## src/rtl/cau_pkg.sv

```systemverilog
// ----------------------------------------------------------------------------
// cau_pkg
// Shared widths, codes and pipeline types of the complex arithmetic unit.
// ----------------------------------------------------------------------------
package cau_pkg;

	// Operand word and fraction widths (signed Q8.8 by default).
	localparam int DATA_WIDTH = 16;
	localparam int FRAC_BITS  = 8;

	// Full product width and the width of the scaled dividend remainder.
	localparam int PW         = 2 * DATA_WIDTH;
	localparam int EW         = 3 * DATA_WIDTH + FRAC_BITS;
	localparam int SHW        = $clog2(DATA_WIDTH + 1);
	localparam int DIV_STAGES = DATA_WIDTH + 1;
	localparam int N_STAGES   = DIV_STAGES + 3;

	typedef enum logic [1:0] {
		OP_ADD = 2'd0,
		OP_SUB = 2'd1,
		OP_MUL = 2'd2,
		OP_DIV = 2'd3
	} op_t;

	typedef enum logic [1:0] {
		ST_OK  = 2'd0,
		ST_SAT = 2'd1,
		ST_DZ  = 2'd2
	} status_t;

	// One result part in sign-magnitude form: big marks a magnitude of at
	// least 2^DATA_WIDTH, rem is the running remainder of a division.
	typedef struct packed {
		logic                  neg;
		logic                  big;
		logic [DATA_WIDTH-1:0] q;
		logic [EW-1:0]         rem;
	} part_t;

	typedef struct packed {
		logic          is_div;
		logic          dz;
		logic [PW-1:0] den;
		part_t         re;
		part_t         im;
	} dpipe_t;

endpackage

```

## src/rtl/cau_dstage.sv

```systemverilog
// ----------------------------------------------------------------------------
// cau_dstage
// One restoring division step for both parts; the step at the top bit
// position only detects a quotient too large to represent.
// ----------------------------------------------------------------------------
module cau_dstage import cau_pkg::*; (
	input  logic           clk,
	input  logic           en,
	input  logic [SHW-1:0] sh,
	input  dpipe_t         d_in,
	output dpipe_t         d_out
);

	logic [EW-1:0]         sub;
	logic [DATA_WIDTH-1:0] qbit;
	logic                  top;
	dpipe_t                d_c;

	function automatic part_t step(part_t p, logic [EW-1:0] s,
			logic [DATA_WIDTH-1:0] m, logic t);
		part_t r;
		r = p;
		if (p.rem >= s) begin
			r.rem = p.rem - s;
			if (t) begin
				r.big = 1'b1;
			end else begin
				r.q = p.q | m;
			end
		end
		return r;
	endfunction

	// Shifted divisor and the quotient bit this step decides.
	assign sub  = EW'(d_in.den) << sh;
	assign qbit = DATA_WIDTH'(1) << sh;
	assign top  = (sh == SHW'(DATA_WIDTH));

	always_comb begin
		d_c = d_in;
		if (d_in.is_div) begin
			d_c.re = step(d_in.re, sub, qbit, top);
			d_c.im = step(d_in.im, sub, qbit, top);
		end
	end

	always_ff @(posedge clk) begin
		if (en) begin
			d_out <= d_c;
		end
	end

endmodule

```

## config.mk

```make
export PLATFORM = sky130hd
export DESIGN_NAME = cau_dstage
export DESIGN_NICKNAME = d
export VERILOG_FILES = /design/src/rtl/cau_pkg.sv /design/src/rtl/cau_dstage.sv
export SDC_FILE = /design/constraint.sdc
export NUM_CORES = 1
export LEC_CHECK = 0
export ABC_AREA = 1
export BUFFER_PORTS_ARGS = -buffer_cell sky130_fd_sc_hd__buf_2
export CORE_MARGIN = 10
export CORE_UTILIZATION = 35
export CTS_CLUSTER_DIAMETER = 40
export DETAILED_ROUTE_END_ITERATION = 8
export GPL_TIMING_DRIVEN = 0
export PLACE_DENSITY = 0.62
export SKIP_LAST_GASP = 1
export SYNTH_ARGS = -nofsm -noshare
export SYNTH_HDL_FRONTEND = slang
export SYNTH_SLANG_ARGS = --single-unit
```

## constraint.sdc

```tcl
create_clock -name clk -period 3.1 [get_ports clk]
set_input_delay 0.155 -clock clk [delete_from_list [all_inputs] [get_ports clk]]
set_output_delay 0.155 -clock clk [all_outputs]
set_load 0.01 [all_outputs]
```

; Yosys cells after proc, flatten, opt, wreduce, memory -nomap -nowiden
; Index checks and enable logic that the tools add are counted.
[op_classes]
magnitude_cmp = 2
multipliers = 0
mux = 7
div = 0
n_shift = 2
n_addsub = 2
n_bitwise = 2
reduce_logical = 0
n_eq_ne = 1
[ops]
columns = op, n
row1 = 147-bit 2-to-1 mux, 1
row2 = 73-bit 2-to-1 mux, 2
row3 = 56-bit >= comparator, 2
row4 = 56-bit subtractor, 2
row5 = 32-bit by 5-bit left shift with 56-bit output, 1
row6 = 16-bit 2-to-1 mux, 2
row7 = 16-bit bitwise OR, 2
row8 = 1-bit by 5-bit left shift with 16-bit output (first input constant), 1
row9 = 5-bit == test (second input constant), 1
row10 = 1-bit 2-to-1 mux, 2
[totals]
latch_bits = 0
register_bits = 182
wordCells = 27
romBits = 0
output_inout_bits = 182
ramBits = 0
in_bits = 189
mem_count = 0

; Logic depth before layout (Yosys ltp)
[logic_depth]
depth_word = 5
ltp_mapped = 30
ltp_nobuf = 28

; Worst setup path before layout
; No wires, ideal clock.
[synth_timing]
kind = input -> register
startpoint = input port sh[0]
endpoint = register d_out[10] in the netlist's numbering, data pin
setup_slack_ns = -0.146
arrival_time_ns = 2.981
path_buffers = 4
t_required_ns = 2.835
path_stages = 27
path_cell_list = clkbuf_1 buf_2 nand2_1 nand2_1 nor2_1 a31oi_1 o21ai_0 nand2_1 o21ai_0 nand2_1 o21ai_0 ha_1 nand2_1 nor2_1 inv_1 nor2_2 nand2_1 nor2_1 nand2_1 nand3_1 nor2_1 nand2_4 nand2_2 buf_6 buf_2 nand2_1 o21ai_1
[synth_rtl]
columns = item, line_no
row1 = from (decl), cau_dstage.sv:9  ; input logic [SHW-1:0] sh,
row2 = to (signal assigned), cau_dstage.sv:49  ; d_out <= d_c;
row3 = to (decl), cau_dstage.sv:11  ; output dpipe_t d_out

==> out/qor.txt <==
status: finished with violations
violated checks: setup timing
register area share after synthesis: 28.0%
Core Area: 55100 um2
maxcap violations: 0
max reg flops: 182
Synth top area share: 28.0%
Sw Share: 43.6%
Yosys warning count: 0
cell internal pwr: 0.00670 W
hold-critical path depth: 3
I/O pins: 371
WHS: 0.0141 ns
synthesized cell area: 19500 um2
clock sink total: 182
f_max: 316 MHz
leading area contributor after synthesis: edfxtp_1
initial core utilization: 35.4%
critical path arrival: 3.40 ns
routed len/inst: 20.3 um
Synth Register Bits: 182
Final ANT Viol Nets: 0
switching pwr: 0.00518 W
critical path type: in2reg
Hold Crit Class: in2reg
top cell types by occurrence after synthesis: nand2_1, inv_1, nor2_1, edfxtp_1, nand3_1
Total Neg Setup Slack: -0.515 ns
final WL: 94300 um
Vias: 23185
1st-iter DRT viols: 1774
power share of the sequential group: 26.4%
cell row count: 86
HPWL after detailed placement: 75200 um
total gr overflow: 0
Vias/cell: 4.99
Clk Tree Root Cell: clkbuf_16
power share of the combinational group: 54.1%
share of synthesized registers carrying an async set or reset: 0%
final worst slack: -0.0664 ns
Die ar.: 65500 um2
CTS tree: built
fillers: 5384
H-Tree Depth: 4
DR pass1 iterations: 6
crit path launch type: input pin
cts bufs inserted: 17
Mean Syn Cell Area: 5.98 um2
post-route DRC violation count: 0
post-layout min period: 3.17 ns
Syn Nets: 3565
Mapped Cells: 3256
final hold violations: 0
vias in the first global route: 21715
EDFF count, synth: 182
Peak VDD IR: 435 uV
max-slew violations: 0
layout cells sized above 1: 30.2%
largest fanout on the critical path: 8
clock buffer depth: 2
crit path capture type: register
Slew headroom: 13.8%
Synth area leaders: edfxtp_1, nand2_1, inv_1, ha_1, nor2_1
Die H: 256 um
crit share post-route: 102%
worst-margin pin slew: 1.29 ns
Primary FF master, synth: edfxtp_1
Synth cell types: 42
Regs by FF count: d_out (182)
Critical Path RT: 3.34 ns
register name with the most flops: d_out
PortBufs: 368
Die Wd: 256 um
Hold EP: d_out[85]$_DFFE_PP_
startpoint of the worst hold path: d_in[85]
Finished Core Util: 53.0%
largest net degree at the start of global routing: 107
clock-pin transition on the worst setup and hold timing paths: 0.08 ns
GP Congestion: 0.975
first-pass GRT wire length: 132000 um
RSZ-0062 raised after global routing: yes
Leak: 14.7 nW
Tot GR Track Use: 26.6%
most common cell in the netlist: nand2_1
Total Nets Final: 4190
clock share of power: 19.5%
Pwr Density: 407 nW/um2
initial antenna violation count: 7
P&R area growth vs syn: 49.9%
# setup viols final: 32
how the worst max path moves through the flow:
stage / start / depth (start not counted) / end / slack [ns]
after floorplan: sh[1] / 22 / d_out[10]$_DFFE_PP_ / -0.009
after global placement: sh[0] / 21 / d_out[118]$_DFFE_PP_ / -2.40
after detailed placement: sh[0] / 21 / d_out[118]$_DFFE_PP_ / -2.40
after CTS: sh[0] / 28 / d_out[28]$_DFFE_PP_ / -0.23
after global routing: sh[0] / 25 / d_out[118]$_DFFE_PP_ / -0.15
final: sh[0] / 25 / d_out[28]$_DFFE_PP_ / -0.07
critical path, stage by stage:
cell       delay, ns
buf_12          0.12
buf_12          0.14
clkbuf_16       0.16
o21ai_4         0.16
o21ai_2         0.10
o21ai_2         0.19
o21ai_2         0.13
o21ai_2         0.24
inv_2           0.14
ha_4            0.30
nand2_1         0.06
nor2_1          0.13
inv_2           0.08
nor2_4          0.16
nand2_2         0.05
nor2_1          0.10
nand2_1         0.09
nand3_2         0.09
nor2_4          0.06
nand2_8         0.10
nand2_8         0.08
buf_12          0.19
buf_12          0.15
nand2_1         0.09
o21ai_2         0.10
through the flow:
stage	cell area (um2)	total power, W	worst slack [ns]	cells
after floorplan	19500	0.00610	-0.00904	3256
after detailed placement	22300	0.00784	-2.40	4373
after CTS	25800	0.0108	-0.234	4539
after global placement	22300	0.00786	-2.40	4372
after global routing	29200	0.0125	-0.151	4643
final	29200	0.0119	-0.0664	4644
kinds of logic after synthesis:
logic type / count (synthesis) / share of synthesized area (%)
AND/OR/NAND/NOR: 1877 / 38.4
buffers and inverters: 686 / 13.7
AO/OA/AOI/OAI: 331 / 9.30
flip-flops: 182 / 28.0
adder cells (fa/ha/maj): 120 / 7.78
XOR/XNOR: 58 / 2.61
multiplexers: 2 / 0.103
power groups by stage:
stage | clock (W) | sequential [W] | combinational (W)
after floorplan | 0 | 0.00335 | 0.00275
after global placement | 0 | 0.00319 | 0.00466
after detailed placement | 0 | 0.00319 | 0.00465
after CTS | 0.00236 | 0.00314 | 0.00530
after global routing | 0.00244 | 0.00317 | 0.00690
final | 0.00232 | 0.00314 | 0.00642
cell type report:
| type | instances | area, um2 | area share [%] |
|---|---|---|---|
| clock buffers | 17 | 425 | 1.46 |
| plain buffers | 67 | 661 | 2.26 |
| multi-input cells | 2388 | 14900 | 51.0 |
| inverters | 617 | 2340 | 8.01 |
| well taps | 748 | 936 | 3.20 |
| clock inverters | 15 | 166 | 0.570 |
| diodes | 2 | 5.00 | 0.0171 |
| repair buffers | 608 | 4310 | 14.8 |
| flip-flops and latches | 182 | 5470 | 18.7 |
layer usage:
layer | part of all wire [%] | GRT usage, %
met1 | 40 | 31.4
met2 | 48 | 46.4
met3 | 7.0 | 4.99
met4 | 5.2 | 11.9
met5 | 0.041 | 0
repair_timing:
| action | CTS | global route |
|---|---|---|
| hold endpoints to repair | 104 | 0 |
| endpoints found under the setup margin | 146 | 146 |
| cloned | 1 | 11 |
| pin swaps | 39 | 183 |
| hold buffers | 104 | 0 |
| setup buffers | 29 | 94 |
| gates resized for setup | 364 | 612 |
layout by cell type (no fill, tap or decap), types with 21 or more instances in the layout:
cell type / count
nand3_1: 107
ha_4: 103
buf_12: 24
edfxtp_1: 182
xnor2_1: 51
a21oi_1: 86
o21ai_2: 64
nand2_1: 1165
nor2_2: 55
buf_6: 21
buf_4: 106
nor2_1: 239
nand2_4: 48
a21o_1: 34
o21ai_4: 38
clkbuf_16: 27
inv_1: 583
nand2_2: 108
nor2_4: 50
dlygate4sd3_1: 104
buf_2: 371
nand4_1: 30
o21ai_1: 52
inv_2: 27
(Power assumes the default switching activity.)
