## src/rtl/cau_pkg.sv

```systemverilog
// ----------------------------------------------------------------------------
// cau_pkg
// Shared widths, codes and pipeline types of the complex arithmetic unit.
// ----------------------------------------------------------------------------
package cau_pkg;

	// Operand word and fraction widths (signed Q8.8 by default).
	localparam int DATA_WIDTH = 16;
	localparam int FRAC_BITS  = 8;

	// Full product width and the width of the scaled dividend remainder.
	localparam int PW         = 2 * DATA_WIDTH;
	localparam int EW         = 3 * DATA_WIDTH + FRAC_BITS;
	localparam int SHW        = $clog2(DATA_WIDTH + 1);
	localparam int DIV_STAGES = DATA_WIDTH + 1;
	localparam int N_STAGES   = DIV_STAGES + 3;

	typedef enum logic [1:0] {
		OP_ADD = 2'd0,
		OP_SUB = 2'd1,
		OP_MUL = 2'd2,
		OP_DIV = 2'd3
	} op_t;

	typedef enum logic [1:0] {
		ST_OK  = 2'd0,
		ST_SAT = 2'd1,
		ST_DZ  = 2'd2
	} status_t;

	// One result part in sign-magnitude form: big marks a magnitude of at
	// least 2^DATA_WIDTH, rem is the running remainder of a division.
	typedef struct packed {
		logic                  neg;
		logic                  big;
		logic [DATA_WIDTH-1:0] q;
		logic [EW-1:0]         rem;
	} part_t;

	typedef struct packed {
		logic          is_div;
		logic          dz;
		logic [PW-1:0] den;
		part_t         re;
		part_t         im;
	} dpipe_t;

endpackage

```

## src/rtl/cau_front.sv

```systemverilog
// ----------------------------------------------------------------------------
// cau_front
// First two pipeline stages: products and sums, then sign-magnitude parts
// and the squared divisor magnitude.
// ----------------------------------------------------------------------------
module cau_front import cau_pkg::*; (
	input  logic                         clk,
	input  logic                         en,
	input  logic [1:0]                   req_type,
	input  logic signed [DATA_WIDTH-1:0] a_re,
	input  logic signed [DATA_WIDTH-1:0] a_im,
	input  logic signed [DATA_WIDTH-1:0] b_re,
	input  logic signed [DATA_WIDTH-1:0] b_im,
	output dpipe_t                       d_out
);

	op_t                        op_s1;
	logic signed [PW-1:0]       prr_s1, pii_s1, pri_s1, pir_s1;
	logic [PW-1:0]              sqr_s1, sqi_s1;
	logic signed [DATA_WIDTH:0] sre_s1, sim_s1;

	logic signed [DATA_WIDTH:0] are_x, aim_x, bre_x, bim_x;
	logic signed [PW-1:0]       sqr_p, sqi_p;
	logic signed [PW:0]         num_re, num_im;
	dpipe_t                     d_c;

	// Builds one part from the sum (add, subtract) or the numerator.
	function automatic part_t make_part(op_t op, logic signed [DATA_WIDTH:0] s,
			logic signed [PW:0] n);
		logic [DATA_WIDTH:0] sa;
		logic [PW:0]         na;
		logic [PW:0]         ns;
		part_t               p;
		sa = s[DATA_WIDTH] ? (~s + 1'b1) : s;
		na = n[PW] ? (~n + 1'b1) : n;
		ns = na >> FRAC_BITS;
		p  = '0;
		case (op)
			OP_ADD, OP_SUB: begin
				p.neg = s[DATA_WIDTH];
				p.big = sa[DATA_WIDTH];
				p.q   = sa[DATA_WIDTH-1:0];
			end
			OP_MUL: begin
				p.neg = n[PW];
				p.big = |ns[PW:DATA_WIDTH];
				p.q   = ns[DATA_WIDTH-1:0];
			end
			default: begin
				p.neg = n[PW];
				p.rem = EW'(na) << FRAC_BITS;
			end
		endcase
		return p;
	endfunction

	// Stage one: the six products and the two sums.
	assign are_x = {a_re[DATA_WIDTH-1], a_re};
	assign aim_x = {a_im[DATA_WIDTH-1], a_im};
	assign bre_x = {b_re[DATA_WIDTH-1], b_re};
	assign bim_x = {b_im[DATA_WIDTH-1], b_im};
	assign sqr_p = PW'(b_re) * PW'(b_re);
	assign sqi_p = PW'(b_im) * PW'(b_im);

	always_ff @(posedge clk) begin
		if (en) begin
			op_s1  <= op_t'(req_type);
			prr_s1 <= PW'(a_re) * PW'(b_re);
			pii_s1 <= PW'(a_im) * PW'(b_im);
			pri_s1 <= PW'(a_re) * PW'(b_im);
			pir_s1 <= PW'(a_im) * PW'(b_re);
			sqr_s1 <= $unsigned(sqr_p);
			sqi_s1 <= $unsigned(sqi_p);
			if (req_type == OP_SUB) begin
				sre_s1 <= are_x - bre_x;
				sim_s1 <= aim_x - bim_x;
			end else begin
				sre_s1 <= are_x + bre_x;
				sim_s1 <= aim_x + bim_x;
			end
		end
	end

	// Stage two: cross sums, magnitudes and the divisor.
	always_comb begin
		if (op_s1 == OP_DIV) begin
			num_re = {prr_s1[PW-1], prr_s1} + {pii_s1[PW-1], pii_s1};
			num_im = {pir_s1[PW-1], pir_s1} - {pri_s1[PW-1], pri_s1};
		end else begin
			num_re = {prr_s1[PW-1], prr_s1} - {pii_s1[PW-1], pii_s1};
			num_im = {pri_s1[PW-1], pri_s1} + {pir_s1[PW-1], pir_s1};
		end
		d_c.is_div = (op_s1 == OP_DIV);
		d_c.den    = sqr_s1 + sqi_s1;
		d_c.dz     = d_c.is_div && (d_c.den == '0);
		d_c.re     = make_part(op_s1, sre_s1, num_re);
		d_c.im     = make_part(op_s1, sim_s1, num_im);
	end

	always_ff @(posedge clk) begin
		if (en) begin
			d_out <= d_c;
		end
	end

endmodule

```

## config.mk

```make
export PLATFORM = sky130hd
export DESIGN_NAME = cau_front
export DESIGN_NICKNAME = d
export VERILOG_FILES = /design/src/rtl/cau_pkg.sv /design/src/rtl/cau_front.sv
export SDC_FILE = /design/constraint.sdc
export NUM_CORES = 2
export LEC_CHECK = 0
export BUFFER_PORTS_ARGS = -buffer_cell sky130_fd_sc_hd__buf_4
export CAP_MARGIN = 20
export CORE_ASPECT_RATIO = 0.6
export CORE_MARGIN = 2
export CORE_UTILIZATION = 60
export DETAILED_ROUTE_END_ITERATION = 8
export GPL_TIMING_DRIVEN = 0
export PLACE_DENSITY_LB_ADDON = 0.15
export SLEW_MARGIN = 30
export SYNTH_ARGS = -nofsm -noshare
export SYNTH_HDL_FRONTEND = slang
export SYNTH_SLANG_ARGS = --single-unit
```

## constraint.sdc

```tcl
create_clock -name clk -period 7.6 [get_ports clk]
set_input_delay 1.52 -clock clk [delete_from_list [all_inputs] [get_ports clk]]
set_output_delay 1.52 -clock clk [all_outputs]
set_load 0.005 [all_outputs]
```

**After elaboration in Yosys (flattened, before gate mapping)**

Cells that the tools add are included.

- $add $sub $neg: 13
- Multiply operators: 6
- Eq/ne operators: 4
- Mux-type cells: 12
- Bitwise logic cells: 4
- Reductions and logical operators: 7

Operators with widths:

| operator | count |
|---|---|
| 16-bit by 16-bit multiplier with 32-bit output | 6 |
| 33-bit two-way mux | 4 |
| 17-bit two-way mux | 4 |
| 17-bit one-hot mux with 2 select lines | 2 |
| 32-bit by 32-bit adder with 33-bit output | 2 |
| 33-bit by 1-bit adder with 33-bit output, second input constant | 2 |
| 33-bit NOT | 2 |
| 32-bit by 32-bit subtractor with 33-bit output | 2 |
| 16-bit by 16-bit adder with 17-bit output | 2 |
| 17-bit by 1-bit adder with 17-bit output, second input constant | 2 |
| 17-bit NOT | 2 |
| 16-bit by 16-bit subtractor with 17-bit output | 2 |
| 32-bit adder | 1 |
| 32-bit logical NOT | 1 |
| 9-bit OR reduction | 2 |
| 2-bit by 1-bit == test with 1-bit output, second input constant | 2 |
| 2-bit == test, second input constant | 2 |
| 3-bit OR reduction | 1 |
| 2-bit logical NOT | 1 |
| 1-bit two-way mux | 2 |
| 2-bit OR reduction | 1 |
| 1-bit logical AND | 1 |

- Flip-flop bits (word level): 410
- Input bits: 68
- Output and inout bits: 182

**Depth between registers and ports, before layout**

- Depth after elaboration: 7
- Gate-level depth with buffers: 30
- Depth with buffers taken out: 28

**Worst setup path before layout**

OpenSTA, ideal clock, no wires.

- Path kind: input to register
- From: in b_re[15]
- To: reg sqr_s1[30] (data pin)
- Setup time: 0.258 ns
- Arrival: 7.690 ns
- Required time: 7.342 ns
- Path slack: -0.348 ns
- Stages: 26
- Path buffers: 3
- Cell sequence: clkbuf_1 -> inv_1 -> clkbuf_1 -> buf_1 -> nor2_1 -> fa_1 -> inv_1 -> fa_1 -> inv_1 -> fa_1 -> fa_1 -> fa_1 -> inv_1 -> fa_1 -> inv_1 -> ha_1 -> and2_1 -> a31o_2 -> a41oi_1 -> a21o_1 -> a21oi_1 -> a21o_1 -> a221o_1 -> a21o_1 -> a21oi_1 -> xnor2_1

- Cells in the longest elaborated chain, start to end: 1

RTL lines:

| what | line | RTL |
|---|---|---|
| start, declared | cau_front.sv:12 | `input logic signed [DATA_WIDTH-1:0] b_re,` |
| 16-bit by 16-bit multiplier with 32-bit output | cau_front.sv:62 | `assign sqr_p = PW'(b_re) * PW'(b_re);` |
| named net sqr_p[30] | cau_front.sv:23 | `logic signed [PW-1:0] sqr_p, sqi_p;` |
| end signal, assigned | cau_front.sv:72 | `sqr_s1 <= $unsigned(sqr_p);` |
| end, declared | cau_front.sv:19 | `logic [PW-1:0] sqr_s1, sqi_s1;` |

The timed path passes the listed nets, and every way through them passes these cells.
A chain may end at the register's enable or synchronous reset.

**Worst setup path in the final report**

- From: in a_re[3]
- To: reg prr_s1[31] (data pin)

- Cells in the longest elaborated chain, start to end: 1

RTL lines:

| what | line | RTL |
|---|---|---|
| start, declared | cau_front.sv:10 | `input logic signed [DATA_WIDTH-1:0] a_re,` |
| 16-bit by 16-bit multiplier with 32-bit output | cau_front.sv:68 | `prr_s1 <= PW'(a_re) * PW'(b_re);` |
| end signal, assigned | cau_front.sv:68 |  |
| end, declared | cau_front.sv:18 | `logic signed [PW-1:0] prr_s1, pii_s1, pri_s1, pir_s1;` |

Every way passes these cells.

==> results.sh <==
export IMPL_drv_slew=0
export IMPL_num_vias=63860
export IMPL_ios=250
export IMPL_drive_gt1_share_pct=11.28
export IMPL_hold_viol=0
export IMPL_ys_warn_count=0
export IMPL_grt_max_degree=88
export IMPL_drc=0
export IMPL_tritoncts="built"
export IMPL_worstPathMaxFanout=10
export IMPL_gr_total_overflow=0
export IMPL_hpwl_um=254500
export IMPL_cts_buffers=40
export IMPL_holdBufCountCts=0
export IMPL_synthesis_area_um2=78470
export IMPL_muxShareOfSynthArea_pct=0.2073
export IMPL_timing_final_crit_share_pct=101.3
export IMPL_clk_latency_ns=0.68
export IMPL_clockBufferDepth=3
export IMPL_synth_ff_type="edfxtp_1"
export IMPL_layout_setup_ws_ns=-0.1016
export IMPL_synth_top_cell_area_share_pct=39.19
export IMPL_drt_first_pass_iters=7
export IMPL_synth_top_family_by_area="adder cells"
export IMPL_synth_simple_area_share_pct=12.84
export IMPL_drt_iter0_drc=9121
export IMPL_cts_root_buf="clkbuf_16"
export IMPL_rsz0062_at_grt="yes"
export IMPL_async_flop_share_pct=0
export IMPL_ant_nets=0
export IMPL_critPathKind="input port to flip-flop"
export IMPL_hold_class="flip-flop to flip-flop"
export IMPL_synth_seq_cells=362
export IMPL_r2r_start="op_s1[1]"
export IMPL_max_stage_delay_ns=0.60
export IMPL_worst_path_max_delay_cell="fa_1"
export IMPL_crit_start="a_re[3]"
export IMPL_critPathCaptureType="flip-flop"
export IMPL_ys_seq_area_share_pct=13.85
export IMPL_yosys_area_top_type="fa_1"
export IMPL_crit_path_start_kind="input port"
export IMPL_cts_sinks=362
export IMPL_layout_cells_non_filler=10550
export IMPL_syn_to_final_growth_pct=13.30
export IMPL_gp_congestion=1.096
export IMPL_synth_compound_area_share_pct=7.022
export IMPL_htree_num_levels=2
export IMPL_status="finished with violations"
export IMPL_synth_cell_types=88
export IMPL_dieWidth_um=470.9
export IMPL_tightest_slew_ns=1.194
export IMPL_routed_wl_um=313800
export IMPL_finalClockSkew_ns=0.06282
export IMPL_syn_inst=8369
export IMPL_dieHeight_um=284.1
export IMPL_synth_edf_count=362
export IMPL_r2r_setup_slack_ns=-0.01
export IMPL_dp_cells=10340
export IMPL_min_from="sqi_s1[0]"
export IMPL_synthAdderAreaFrac_pct=49.28
export IMPL_wire_per_inst_um=29.74
export IMPL_synthTopCellsByArea="fa_1 (39%), edfxtp_1 (14%), ha_1 (10%), inv_1 (9.3%), nand2_1 (4.4%)"
export IMPL_worstPathArrival_ns=8.07
export IMPL_viasPerCell=6.052
export IMPL_grt_pass1_wl_um=443200
export IMPL_final_nets=11010
export IMPL_coreArea_um2=129400
export IMPL_grt_pass1_vias=62650
export IMPL_port_buffers=197
export IMPL_maxCapViolations=0
export IMPL_setup_violations=8
export IMPL_synth_area_per_cell_um2=9.376
export IMPL_max_slew_margin_pct=19.81
export IMPL_design_die_area_um2=133800
export IMPL_fmax_mhz=129.8
export IMPL_critPathRequiredTime_ns=7.96
export IMPL_start_util_pct=60.63
export IMPL_grt_usage_pct=47.10
export IMPL_violations="negative setup slack"
export IMPL_antenna_found_initial=34
export IMPL_finalCriticalPeriod_ns=7.702
export IMPL_path_clk_slew_ns=0.06
export IMPL_yosys_area_share_xor_xnor_pct=5.444
export IMPL_num_rows=102
-- flip-flops by register name (all words and copies together) (netlist names) --
name / flops
sqi_s1: 31
pii_s1: 32
op_s1: 2
pri_s1: 32
sre_s1: 17
prr_s1: 32
sqr_s1: 31
pir_s1: 32
sim_s1: 17
d_out: 136
-- worst paths after layout --
kind                                   end  cells past startpoint
worst max register to register   d_out[72]                     20
worst min register to register  d_out[149]                      1
worst max-delay path            prr_s1[31]                     25
worst min-delay path            d_out[149]                      1
-- cells by family after synthesis --
family / Yosys count
buffers and inverters: 2326
adder cells (fa/ha/maj): 2169
AND/OR/NAND/NOR: 2145
AO/OA/AOI/OAI: 864
XOR/XNOR: 486
flip-flops: 362
multiplexers: 16
other: 1
-- cell usage after synthesis (all sizes together), types with 24 or more instances --
| library cell | count |
|---|---|
| xnor2 | 317 |
| edfxtp | 362 |
| nor4 | 24 |
| nand2 | 918 |
| o21a | 41 |
| a31oi | 31 |
| nor3 | 78 |
| a211oi | 25 |
| or3 | 30 |
| nand4 | 26 |
| nand2b | 85 |
| nand3 | 53 |
| clkbuf | 306 |
| a21o | 97 |
| o21ai | 160 |
| buf | 74 |
| nor2b | 38 |
| o22ai | 34 |
| o21bai | 48 |
| xor2 | 169 |
| ha | 633 |
| a21oi | 269 |
| inv | 1938 |
| fa | 1536 |
| o31ai | 29 |
| and2 | 401 |
| nor2 | 401 |
-- what timing repair did --
action | in CTS | in global routing
resized for setup | 617 | 461
pin swaps | 43 | 114
endpoints found under the setup margin | 175 | 52
cloned | 0 | 2
endpoints found under the hold margin | 0 | 0
buffers inserted | 54 | 70
-- cell type report --
| cell class | instances | area (um^2) |
|---|---|---|
| Tap cell | 1716 | 2147 |
| Fill cell | 9995 | 40510 |
| Inverter | 1946 | 7372 |
| Buffer | 364 | 3618 |
| Antenna cell | 35 | 87.58 |
| Clock buffer | 46 | 1023 |
| Multi-Input combinational cell | 5726 | 60480 |
| Sequential cell | 362 | 10870 |
| Clock inverter | 23 | 294.0 |
| Timing Repair Buffer | 333 | 3005 |
-- through the flow --
stage | utilization [%] | hold slack [ns] | worst slack (ns) | TNS, ns | area [um^2]
floorplan | - | 0.5569 | -0.009077 | -0.01292 | 78760
global placement | 63.66 | 0.5698 | -3.501 | -240.40 | 82380
detailed placement | 63.95 | 0.5782 | -2.865 | -197.63 | 82750
CTS | 67.16 | 0.5919 | -0.05699 | -0.08407 | 86910
global route | 68.65 | 0.6280 | -0.1811 | -0.8378 | 88840
finish | 68.70 | 0.5942 | -0.1016 | -0.2271 | 88900
-- layer usage --
layer	vias up	wire length, um	global-route usage (%)
li1	26380	-	-
met1	32010	124900	67.04
met2	4759	113700	57.50
met3	689	60600	28.66
met4	19	13330	15.59
met5	-	1144	5.295
-- worst max-delay path: cells and delay by family --
| family | cells | cell delay [ns] |
|---|---|---|
| xor+xnor | 1 | 0.46 |
| compound gates | 9 | 2.10 |
| fa+ha+maj | 7 | 2.90 |
| simple gates | 2 | 0.34 |
| buf+inv | 6 | 0.72 |
-- layout by cell type (no fill, tap or decap), types with 29 or more instances in the layout --
cell	n
fa_1	1505
edfxtp_1	362
clkbuf_4	42
ha_1	597
nand2_1	901
o21bai_1	42
o21a_1	40
clkbuf_2	46
conb_1	46
clkbuf_16	82
diode_2	35
clkbuf_1	69
o21ai_0	124
or3_1	29
a21oi_1	233
o22ai_1	34
nand3_1	50
buf_6	44
xnor2_1	290
nor3_1	69
a21o_1	96
nor2b_1	33
and2_1	398
nor2_1	391
buf_8	43
nand2b_1	85
xor2_1	164
fa_2	31
buf_4	342
inv_1	1920
Power is not shown: default switching activity piles up to over one toggle a cycle in this logic, so the estimate is an artifact.
