**config.mk**
```make
export PLATFORM = sky130hd
export DESIGN_NAME = cau_pack
export DESIGN_NICKNAME = d
export VERILOG_FILES = /design/src/rtl/cau_pkg.sv /design/src/rtl/cau_pack.sv
export SDC_FILE = /design/constraint.sdc
export NUM_CORES = 1
export LEC_CHECK = 0
export BUFFER_PORTS_ARGS = -buffer_cell sky130_fd_sc_hd__buf_2
export CAP_MARGIN = 20
export CORE_MARGIN = 2
export CORE_UTILIZATION = 30
export DETAILED_ROUTE_END_ITERATION = 12
export GPL_ROUTABILITY_DRIVEN = 0
export GPL_TIMING_DRIVEN = 1
export HOLD_SLACK_MARGIN = 0.03
export PLACE_DENSITY_LB_ADDON = 0.08
export SLEW_MARGIN = 20
export SYNTH_ARGS = -nofsm -noshare
export SYNTH_HDL_FRONTEND = slang
export SYNTH_SLANG_ARGS = --single-unit
```
**constraint.sdc**
```tcl
create_clock -name clk -period 6.3 [get_ports clk]
set_clock_uncertainty 0.15 [all_clocks]
set_input_delay 0.945 -clock clk [delete_from_list [all_inputs] [get_ports clk]]
set_output_delay 0.945 -clock clk [all_outputs]
set_load 0.02 [all_outputs]
```
**src/rtl/cau_pkg.sv**
```systemverilog
// ----------------------------------------------------------------------------
// cau_pkg
// Shared widths, codes and pipeline types of the complex arithmetic unit.
// ----------------------------------------------------------------------------
package cau_pkg;

	// Operand word and fraction widths (signed Q8.8 by default).
	localparam int DATA_WIDTH = 16;
	localparam int FRAC_BITS  = 8;

	// Full product width and the width of the scaled dividend remainder.
	localparam int PW         = 2 * DATA_WIDTH;
	localparam int EW         = 3 * DATA_WIDTH + FRAC_BITS;
	localparam int SHW        = $clog2(DATA_WIDTH + 1);
	localparam int DIV_STAGES = DATA_WIDTH + 1;
	localparam int N_STAGES   = DIV_STAGES + 3;

	typedef enum logic [1:0] {
		OP_ADD = 2'd0,
		OP_SUB = 2'd1,
		OP_MUL = 2'd2,
		OP_DIV = 2'd3
	} op_t;

	typedef enum logic [1:0] {
		ST_OK  = 2'd0,
		ST_SAT = 2'd1,
		ST_DZ  = 2'd2
	} status_t;

	// One result part in sign-magnitude form: big marks a magnitude of at
	// least 2^DATA_WIDTH, rem is the running remainder of a division.
	typedef struct packed {
		logic                  neg;
		logic                  big;
		logic [DATA_WIDTH-1:0] q;
		logic [EW-1:0]         rem;
	} part_t;

	typedef struct packed {
		logic          is_div;
		logic          dz;
		logic [PW-1:0] den;
		part_t         re;
		part_t         im;
	} dpipe_t;

endpackage

```
**src/rtl/cau_pack.sv**
```systemverilog
// ----------------------------------------------------------------------------
// cau_pack
// Output stage: saturation to the signed word range, division-by-zero
// handling and the status code.
// ----------------------------------------------------------------------------
module cau_pack import cau_pkg::*; (
	input  logic                         clk,
	input  logic                         en,
	input  dpipe_t                       d_in,
	output logic signed [DATA_WIDTH-1:0] res_re,
	output logic signed [DATA_WIDTH-1:0] res_im,
	output logic [1:0]                   status
);

	logic [DATA_WIDTH-1:0] re_v, im_v;
	logic                  re_sat, im_sat;

	// Clamps one part and returns it in two's complement.
	function automatic logic [DATA_WIDTH:0] clamp(part_t p);
		logic                  zero;
		logic                  neg;
		logic [DATA_WIDTH-1:0] lim;
		logic                  sat;
		logic [DATA_WIDTH-1:0] m;
		zero = !p.big && (p.q == '0);
		neg  = p.neg && !zero;
		lim  = {1'b0, {(DATA_WIDTH-1){1'b1}}} + DATA_WIDTH'(neg);
		sat  = p.big || (p.q > lim);
		m    = sat ? lim : p.q;
		return {sat, neg ? (~m + 1'b1) : m};
	endfunction

	always_comb begin
		{re_sat, re_v} = clamp(d_in.re);
		{im_sat, im_v} = clamp(d_in.im);
	end

	always_ff @(posedge clk) begin
		if (en) begin
			if (d_in.dz) begin
				res_re <= '0;
				res_im <= '0;
				status <= ST_DZ;
			end else begin
				res_re <= re_v;
				res_im <= im_v;
				status <= (re_sat || im_sat) ? ST_SAT : ST_OK;
			end
		end
	end

endmodule

```
# Word-level counts from Yosys, hierarchy flattened
# Index checks and enable logic that the tools add are counted.
dict set report word_totals {
  elab_cells 29
  in_bits 184
  register_bits 34
}
dict set report op_classes {
  order_cmp 2
  n_addsub 4
  n_bitwise 2
  muxes 5
  n_reduce_logical 13
}
# operator n
set op_table {}
lappend op_table {{16-bit two-way mux} 4}
lappend op_table {{15-bit by 1-bit adder with 16-bit output, first input constant} 2}
lappend op_table {{16-bit by 1-bit adder with 16-bit output, second input constant} 2}
lappend op_table {{16-bit > comparator} 2}
lappend op_table {{16-bit zero test} 2}
lappend op_table {{16-bit NOT} 2}
lappend op_table {{1-bit logical AND} 4}
lappend op_table {{1-bit zero test} 4}
lappend op_table {{1-bit logical OR} 3}
lappend op_table {{1-bit two-way mux} 1}

# Longest topological paths before layout
# Gate-level depths: netlist of run 1.
dict set report logic_depth {
  word_depth 11
  mapped_depth 22
  ltp_nobuf 17
}

# Least setup slack after synthesis of run 1
# Ideal clock, no wire load.
dict set report synth_timing {
  path_type {input port to flip-flop}
  start {input port d_in[141] (netlist bit)}
  end {register res_re[12], data pin}
  path_slack_ns 0.919
  arrival_ns 4.955
  stages 19
  setup_ns 0.276
  t_required_ns 5.874
  path_cell_list {or4_1 or3_1 o21a_1 buf_6 ha_1 nand4_1 nor4_1 a21boi_0 or3_1 buf_2 nand2_1 buf_2 a21boi_0 ha_1 nand4b_1 nor4_1 a21o_1 xor2_1 a211oi_1}
}
dict set report synth_via {
  elab_chain_cells 11
}
# element line
set synth_rtl {}
lappend synth_rtl {{start, declared} cau_pack.sv:9} ;# input dpipe_t d_in,
lappend synth_rtl {{16-bit zero test} cau_pack.sv:25} ;# zero = !p.big && (p.q == '0);
lappend synth_rtl {{1-bit logical AND} cau_pack.sv:25}
lappend synth_rtl {{1-bit zero test} cau_pack.sv:26} ;# neg = p.neg && !zero;
lappend synth_rtl {{1-bit logical AND} cau_pack.sv:26}
lappend synth_rtl {{15-bit by 1-bit adder with 16-bit output} cau_pack.sv:27} ;# lim = {1'b0, {(DATA_WIDTH-1){1'b1}}} + DATA_WIDTH'(neg);
lappend synth_rtl {{16-bit > comparator} cau_pack.sv:28} ;# sat = p.big || (p.q > lim);
lappend synth_rtl {{1-bit logical OR} cau_pack.sv:28}
lappend synth_rtl {{16-bit two-way mux} cau_pack.sv:29} ;# m = sat ? lim : p.q;
lappend synth_rtl {{16-bit NOT} cau_pack.sv:30} ;# return {sat, neg ? (~m + 1'b1) : m};
lappend synth_rtl {{16-bit by 1-bit adder with 16-bit output} cau_pack.sv:30}
lappend synth_rtl {{16-bit two-way mux *} cau_pack.sv:30}
lappend synth_rtl {{end signal, assigned} cau_pack.sv:45} ;# res_re <= re_v;
lappend synth_rtl {{end, declared} cau_pack.sv:10} ;# output logic signed [DATA_WIDTH-1:0] res_re,
# Every way passes the cells marked *; elsewhere a longest branch is shown, timed or not.
# A chain may end at the register's enable or synchronous reset.

# Worst setup path in the final report of run 1
dict set report layout_timing {
  start {input port d_in[67] (netlist bit)}
  end {register res_im[12], data pin}
}
dict set report layout_via {
  elab_chain_cells 11
}
# element line
set layout_rtl {}
lappend layout_rtl {{16-bit zero test} cau_pack.sv:25}
lappend layout_rtl {{1-bit logical AND} cau_pack.sv:25}
lappend layout_rtl {{1-bit zero test} cau_pack.sv:26}
lappend layout_rtl {{1-bit logical AND} cau_pack.sv:26}
lappend layout_rtl {{15-bit by 1-bit adder with 16-bit output} cau_pack.sv:27}
lappend layout_rtl {{16-bit > comparator} cau_pack.sv:28}
lappend layout_rtl {{1-bit logical OR} cau_pack.sv:28}
lappend layout_rtl {{16-bit two-way mux} cau_pack.sv:29}
lappend layout_rtl {{16-bit NOT} cau_pack.sv:30}
lappend layout_rtl {{16-bit by 1-bit adder with 16-bit output} cau_pack.sv:30}
lappend layout_rtl {{16-bit two-way mux *} cau_pack.sv:30}
lappend layout_rtl {{end signal, assigned} cau_pack.sv:46} ;# res_im <= im_v;
lappend layout_rtl {{end, declared} cau_pack.sv:11} ;# output logic signed [DATA_WIDTH-1:0] res_im,
# Marks and branches as above.

==> results.tsv, run 1 <==
metric	value	unit
drt pass-1 iters	4	
post-CTS setup buffer count	0	
Synth Area in Adders	0.138	
FILL cells	1066	
synthesis-stage register bit count	34	
status	completed	
Final TNS setup	0	ps
PD cells	171	mW/mm2
clk sink count	34	
Die Span X	105	um
htree depth	2	
complex-gate fraction of the synthesized area	0.208	
Sw Ratio	0.333	
vias	2995	
Yosys cell types	57	
vias per cell	5.35	
routed len/inst	15.9	um
synthesized net count	562	
Die Y	105	um
initial antenna violation count	0	
worst endpoint required time	6210	ps
Rows	37	
Seq/Total Area, Yosys	0.331	
Worst-path clk slew	60	ps
Core ar.	0.0101	mm2
cell count after synthesis	344	
P_leak	1.52	nW
Int Power	426	uW
Post-synth EDFFs	34	
Primary FF master, synth	edfxtp_1	
Flop pwr share	0.440	
Final Max Slew Viols	0	
Initial Utilization	0.304	
syn avg cell area	8.97	um2
largest family of logic cells by synthesized area	simple AND/OR/NAND/NOR gates	
pin count of the biggest net entering global routing	35	
Critical Path AT	5470	ps
clock tree buffer depth	2	
Slew @ Worst Pin	754	ps
VDD IR max	80.4	uV
# hold bufs at CTS	0	
CTS tree	yes	
RSZ-0062 raised after global routing	false	
count of final setup violators	0	
min-delay worst type	in -> reg	
Crit Path Class	in -> reg	
netlist area before placement	0.00309	mm2
first-pass GRT wire length	14.5	mm
Comb power frac	0.339	
layout cells sized above 1	0.245	
GR Util All Layers	0.161	
remaining global-route overflow	0	
die area	0.0111	mm2
dpl cells	552	
# diodes	0	
Crit Path Max Fanout	16	
clock share of power	0.221	
Max-Cap Viols	0	
Fmax	180	MHz
Power Total	638	uW
I/O Buffers	72	
Nets	641	
yosys warns	0	
post-route ant nets	0	
Simple-Gate Fraction of Synth Area	0.255	
post-route insts no fill	560	
PostCTS Resize Cnt	0	
number of global-route vias before repair	2737	
P&R area growth vs syn	20.9	%
Clock Tree Root	clkbuf_8	
Post-Synth XOR/XNOR Area	0.0170	
detailed placement HPWL	7.17	mm
Worst setup EP type	register	
final hold violation count	0	
drt drc	0	
Slew HR	0.496	
FF/Latch Area	0.00102	mm2
area of the multi-input gates	0.00194	mm2
drt initial violations	172	
post-synthesis mux area share	0.0105	
fin crit share	0.881	
switching power	212	uW
Tmin final	5550	ps
IO Pins	218	
async set or reset register ratio after synthesis	0	
Num CTS Buffers	5	
Startpoint Class	input port	
WL final	8.88	mm
## cell usage in the layout, fill, tap and decap left out, types with 4 or more instances in the layout
master,n
nor3b_1,4
buf_4,17
nand4_1,11
clkbuf_8,5
a211oi_1,12
nor2_1,24
o211ai_1,8
and3_1,7
buf_2,72
a31oi_1,5
nor3_1,26
nand2_1,30
inv_1,5
o21ai_0,19
edfxtp_1,34
nand3_1,10
a21oi_1,19
nor4_1,12
nor2b_1,4
ha_1,34
a311oi_1,4
## routing by layer
metal / track usage / vias up / part of all wire
met5: 0 / - / 0
met4: 0.0314 / 0 / 0.0072
met3: 0.0235 / 6 / 0.064
met2: 0.206 / 104 / 0.38
met1: 0.275 / 1361 / 0.55
li1: - / 1524 / -
## flip-flops by register name, indices dropped and copies added, names as in the netlist
name and flops:
res_re 16, status 2, res_im 16
## logic make-up (layout without fill, tap and decap cells)
group           after synthesis  after routing
simple gates                148            148
compound gates               95             95
fa+ha+maj                    34             34
flops                        34             34
buf+inv                      24            104
xor+xnor                      6              6
mux                           3              3
## path summary, 6_finish.rpt
path	startpoint	endpoint	slack, ps	cells after the start
worst min-delay path	d_in[60]	res_im[4]	940	2
worst max-delay path	d_in[67]	res_im[12]	750	17
## cell type report
cell class	instances	area share
sequential	34	0.274
tap	136	0.0456
clock inverter	3	0.00302
clock buffer	5	0.0185
timing repair buffer	89	0.131
inverter	7	0.00839
multi-input combinational	286	0.520
## synth_stat cells (all sizes together) (4+ instances only)
master	number	area, um2
nor2b	4	25.0
nand2	30	113
a21oi	20	104
buf	8	60.1
ha	34	425
a21boi	4	30.0
nor3b	5	42.5
a31oi	5	31.3
o211ai	8	60.1
o21ai	20	100
nor3	27	140
nand4	11	68.8
a311oi	4	35.0
edfxtp	34	1020
nor4	13	87.6
clkbuf	9	33.8
a211oi	12	90.1
and3	7	43.8
inv	6	22.5
nand3	10	50.1
nor2	24	90.1
## worst max-delay path, cell delays in order
cell and delay (ps):
buf_2 150, or4_1 580, nor3_1 200, a21boi_1 280, buf_4 290, ha_1 310
nand2_1 60, nor4_1 310, nor3b_1 440, a31oi_1 160, buf_4 240, o21ai_0 160
ha_1 400, nand2_1 140, o311ai_0 290, o21ai_0 150, a211oi_1 360
## metrics by stage
stage / setup WS, ps / hold slack [ps] / utilization / area, um2
2_1_floorplan: 919 / 894 / - / 3090
3_3_place_gp: 503 / 1230 / 0.360 / 3650
3_5_place_dp: 513 / 1230 / 0.360 / 3650
4_1_cts: 764 / 937 / 0.368 / 3730
5_1_grt: 265 / 947 / 0.368 / 3730
6_report: 748 / 936 / 0.368 / 3730
## power by group through the flow
stage / logic (mW) / registers [mW] / clock network [mW]
after detailed placement: 0.217 / 0.286 / 0
after CTS: 0.218 / 0.281 / 0.145
final: 0.216 / 0.281 / 0.141
after floorplan: 0.102 / 0.317 / 0
after global placement: 0.214 / 0.286 / 0
after global routing: 0.242 / 0.284 / 0.155
Note: power is estimated with default switching activity, not from simulation.
==> run 2: changes to the inputs <==
Settings changed: BUFFER_PORTS_ARGS -buffer_cell sky130_fd_sc_hd__buf_2 to default, CORE_MARGIN 2 to default, DONT_BUFFER_PORTS from default to 1.
==> run 2 against run 1 <==
- sequential share of layout area up 3.0 points
- global-route usage up 1.4 points
- largest power group unchanged
- critical path type unchanged
- critical endpoint is now res_im[14]
- die area down 3.8%
- via count down 7.7%
==> results.tsv, run 2 (synthesis results as in run 1) <==
metric	value	unit	change
status	completed		
Critical Path AT	5320	ps	-150 ps
Crit Path Max Fanout	16		unchanged
Clock Tree Root	clkbuf_8		
# hold bufs at CTS	0		unchanged
Nets	569		-11%
detailed placement HPWL	7.13	mm	-0.49%
Worst setup EP type	register		
Die Y	103	um	-1.9%
drt drc	0		unchanged
drt initial violations	178		+3.5%
layout cells sized above 1	0.0914		-0.154
post-route cell area	0.00336	mm2	-10%
PD cells	173	mW/mm2	+1.3%
Tmin final	5460	ps	-89.0 ps
Max-Cap Viols	0		unchanged
Final TNS setup	0	ps	unchanged
FILL cells	1036		-2.8%
GR Util All Layers	0.175		+0.0135
P_leak	1.23	nW	-19%
worst endpoint required time	6150	ps	-60 ps
Power Total	582	uW	-8.8%
first-pass GRT wire length	14.2	mm	-2.4%
Num CTS Buffers	5		unchanged
Worst-path clk slew	60	ps	about the same
fin crit share	0.867		-0.0141
Slew @ Worst Pin	736	ps	-17.6 ps
Final Max Slew Viols	0		unchanged
routed len/inst	18.8	um	+18%
CTS tree	yes		
most frequent cells in the layout	ha_1 (34), edfxtp_1 (34), nand2_1 (30)		
vias	2765		-7.7%
drt pass-1 iters	4		unchanged
RSZ-0062 raised after global routing	false		
WL final	9.06	mm	+2.0%
clock tree buffer depth	2		unchanged
# diodes	0		unchanged
pin count of the biggest net entering global routing	35		unchanged
I/O Buffers	0		-100%
Core ar.	0.00986	mm2	-2.7%
Startpoint Class	input port		
initial antenna violation count	0		unchanged
vias per cell	5.72		+7.0%
final hold violation count	0		unchanged
Crit Path Class	in -> reg		
Die Span X	103	um	-1.9%
VDD IR max	99.0	uV	+23%
clk sink count	34		unchanged
Rows	36		-2.7%
min-delay worst type	in -> reg		
Slew HR	0.508		+0.0118
remaining global-route overflow	0		unchanged
hold slack	618	ps	-318 ps
PostCTS Resize Cnt	0		unchanged
post-route ant nets	0		unchanged
Initial Utilization	0.313		+0.00845
P&R area growth vs syn	8.84	%	
die area	0.0107	mm2	-3.8%
Post-DP Area	0.00329	mm2	-10%
count of final setup violators	0		unchanged
number of global-route vias before repair	2521		-7.9%
Fmax	183	MHz	+1.6%
IO Pins	218		unchanged
htree depth	2		unchanged
Top Registers	res_im: 16 flops, res_re: 16 flops, status: 2 flops		
Layout Utilization	0.340		-0.0275
post-CTS setup buffer count	0		unchanged
==> run 2: final timing paths <==
path | start | to | slack [ps] | cells after the start
setup / recovery | d_in[67] | res_im[14] | 840 | 17
hold / removal | d_in[180] | status[1] | 620 | 0
==> run 2: through the flow <==
step	setup slack (ps)	instances
finish	837	483
global route	335	483
CTS	828	483
detailed placement	544	477
global placement	558	477
floorplan	919	344
==> run 2: where the power goes <==
part | leakage, nW | switching (mW) | internal (mW)
Clock | 0.0375 | 0.0646 | 0.0718
Combinational | 0.864 | 0.0775 | 0.0534
Sequential | 0.329 | 0.0362 | 0.279
Total | 1.23 | 0.178 | 0.404
==> run 2: layout make-up <==
class / count / area [um2] / area share
multi-input combinational: 286 / 1940 / 0.577
sequential: 34 / 1020 / 0.304
tap: 133 / 166 / 0.0496
timing repair buffer: 17 / 128 / 0.0380
clock buffer: 5 / 68.8 / 0.0205
inverter: 7 / 31.3 / 0.00931
clock inverter: 1 / 3.75 / 0.00112
==> run 2: layer usage <==
layer	wire [um]	track usage	vias to the layer above
li1	-	-	1377
met5	0	0	-
met1	4970	0.290	1280
met4	48	0.0293	0
met3	759	0.0484	4
met2	3290	0.216	104
==> run 2: critical path, cell delays in order <==
cell	delay, ps
or4_1	570
nor3_1	220
a21boi_1	280
buf_4	300
ha_1	310
nand2_1	60
nor4_1	310
nor3b_1	440
a31oi_1	150
buf_4	240
nand2_1	70
o21ai_0	80
ha_1	320
nand3b_1	180
nor4_1	50
mux2_2	280
nor4_1	490
==> run 3: changes to the inputs <==
==> constraint.sdc (replaced) <==
create_clock -name clk -period 6.3 [get_ports clk]
set_clock_uncertainty 0.15 [all_clocks]
set_input_delay 0.315 -clock clk [delete_from_list [all_inputs] [get_ports clk]]
set_output_delay 0.315 -clock clk [all_outputs]
set_load 0.02 [all_outputs]
==> run 3 against run 2 <==
- clock power increased by 7%
- die area unchanged
- worst setup slack improved by 170 ps
- worst hold slack got worse by 540 ps
- core utilization decreased by 0.22 points
- sequential cell count unchanged
- sequential share of layout area increased by 0.19 points
- power increased by 2.1%
- final cell count decreased by 0.83%
==> results.tsv, run 3 (synthesis results as in run 1) <==
metric	value	unit	change
dpl cells	469		-1.7%
VDD IR max	94.1	uV	-4.9%
post-route ant nets	0		unchanged
Sw Ratio	0.314		+0.00745
I/O Buffers	0		unchanged
PD cells	178	mW/mm2	+2.8%
# hold bufs at CTS	2		+2
P&R area growth vs syn	8.15	%	
die area	0.0107	mm2	unchanged
Rows	36		unchanged
drt initial violations	178		unchanged
Worst setup EP type	register		
vias per cell	5.76		+0.65%
Core ar.	0.00986	mm2	unchanged
status	completed		
IO Pins	218		unchanged
Initial Utilization	0.313		unchanged
number of global-route vias before repair	2496		-0.99%
Startpoint Class	input port		
worst endpoint required time	6160	ps	about the same
Fmax	189	MHz	+3.2%
Top Registers	res_im: 16 flops, res_re: 16 flops, status: 2 flops		
Final TNS setup	0	ps	unchanged
clk sink count	34		unchanged
PostCTS Resize Cnt	0		unchanged
count of final setup violators	0		unchanged
drt pass-1 iters	4		unchanged
Clock Tree Root	clkbuf_8		
crit-path max cell delay	610	ps	+40 ps
remaining global-route overflow	0		unchanged
cells along the critical path	or4_1, or3_1, o21a_1, ha_1, nand4_1, nor4_1, a21boi_0, or3_1, nand2_1, a21boi_0, ha_1, nand4b_1, nor4_1, a21o_1, xor2_1, a211oi_1		
Critical Path AT	5150	ps	-170 ps
Slew @ Worst Pin	755	ps	+18.2 ps
vias	2760		-0.18%
pin count of the biggest net entering global routing	35		unchanged
layout cells sized above 1	0.0751		-0.0163
RSZ-0062 raised after global routing	false		
first-pass GRT wire length	13.8	mm	-2.6%
Comb power frac	0.225		about the same
Int Power	408	uW	+1.1%
GR Util All Layers	0.170		-0.00466
worst path buffer plus inverter count	0		-2
Nets	563		-1.1%
fin crit share	0.841		-0.0266
Flop pwr share	0.529		-0.012
initial antenna violation count	0		unchanged
Worst-path clk slew	60	ps	about the same
CP top delay family	simple AND/OR/NAND/NOR gates		
final hold violation count	0		unchanged
post-route insts no fill	479		-0.83%
clock tree buffer depth	2		unchanged
# diodes	0		unchanged
Max-Cap Viols	0		unchanged
detailed placement HPWL	6.87	mm	-3.7%
CTS tree	yes		
Die Span X	103	um	unchanged
htree depth	2		unchanged
Power Total	595	uW	+2.1%
min-delay worst type	in -> reg		
Crit Path Max Fanout	15		-1
routed len/inst	18.5	um	-1.4%
post-CTS setup buffer count	0		unchanged
clock share of power	0.246		+0.012
switching power	186	uW	+4.6%
Final Max Slew Viols	0		unchanged
slowest CP cell	nor4_1		
Crit Path Class	in -> reg		
P_leak	1.21	nW	-1.6%
Die Y	103	um	unchanged
drt drc	0		unchanged
Tmin final	5300	ps	-167 ps
Num CTS Buffers	5		unchanged
Slew HR	0.494		-0.0138
WL final	8.86	mm	-2.2%
most frequent cells in the layout	ha_1 (34), edfxtp_1 (34), nand2_1 (30)		
run 3: cell count changes in the layout (fill, tap and decap cells not counted):
cell and change:
buf_12 +1, buf_4 -8, clkbuf_1 +1, clkinv_2 +1, dlygate4sd3_1 +1
run 3: per-stage QoR:
step                 util  worst slack [ps]  hold slack, ps  area (um2)
floorplan               -              1550             264        3090
global route        0.338               505            66.5        3340
detailed placement  0.327               756             267        3230
CTS                 0.338              1050            67.7        3340
finish              0.338              1000            81.1        3340
global placement    0.327               734             266        3230
run 3: path summary, 6_finish.rpt:
check             cells after the start  startpoint         end
setup / recovery                     16   d_in[141]  res_re[12]
hold / removal                        1   d_in[180]   res_im[0]
run 3: area by class of cell:
type	count	area, um2
Clock buffer	6	72.6
Clock inverter	2	8.76
Fill cell	1018	6530
Inverter	7	31.3
Multi-Input combinational cell	286	1940
Sequential cell	34	1020
Tap cell	133	166
Timing Repair Buffer	11	97.6
run 3: power groups by stage:
stage	Combinational [mW]	Clock (mW)	Sequential, mW
floorplan	0.102	0	0.317
global placement	0.127	0	0.320
detailed placement	0.129	0	0.321
CTS	0.135	0.152	0.315
global route	0.154	0.163	0.318
finish	0.134	0.146	0.315
run 3: metal layers:
layer  global-route usage  vias up  part of all wire
met1                0.285     1277              0.53
met3               0.0430        3             0.093
met2                0.209      110              0.37
met4               0.0293        0            0.0054
li1                     -     1370                 -
met5                    0        -                 0
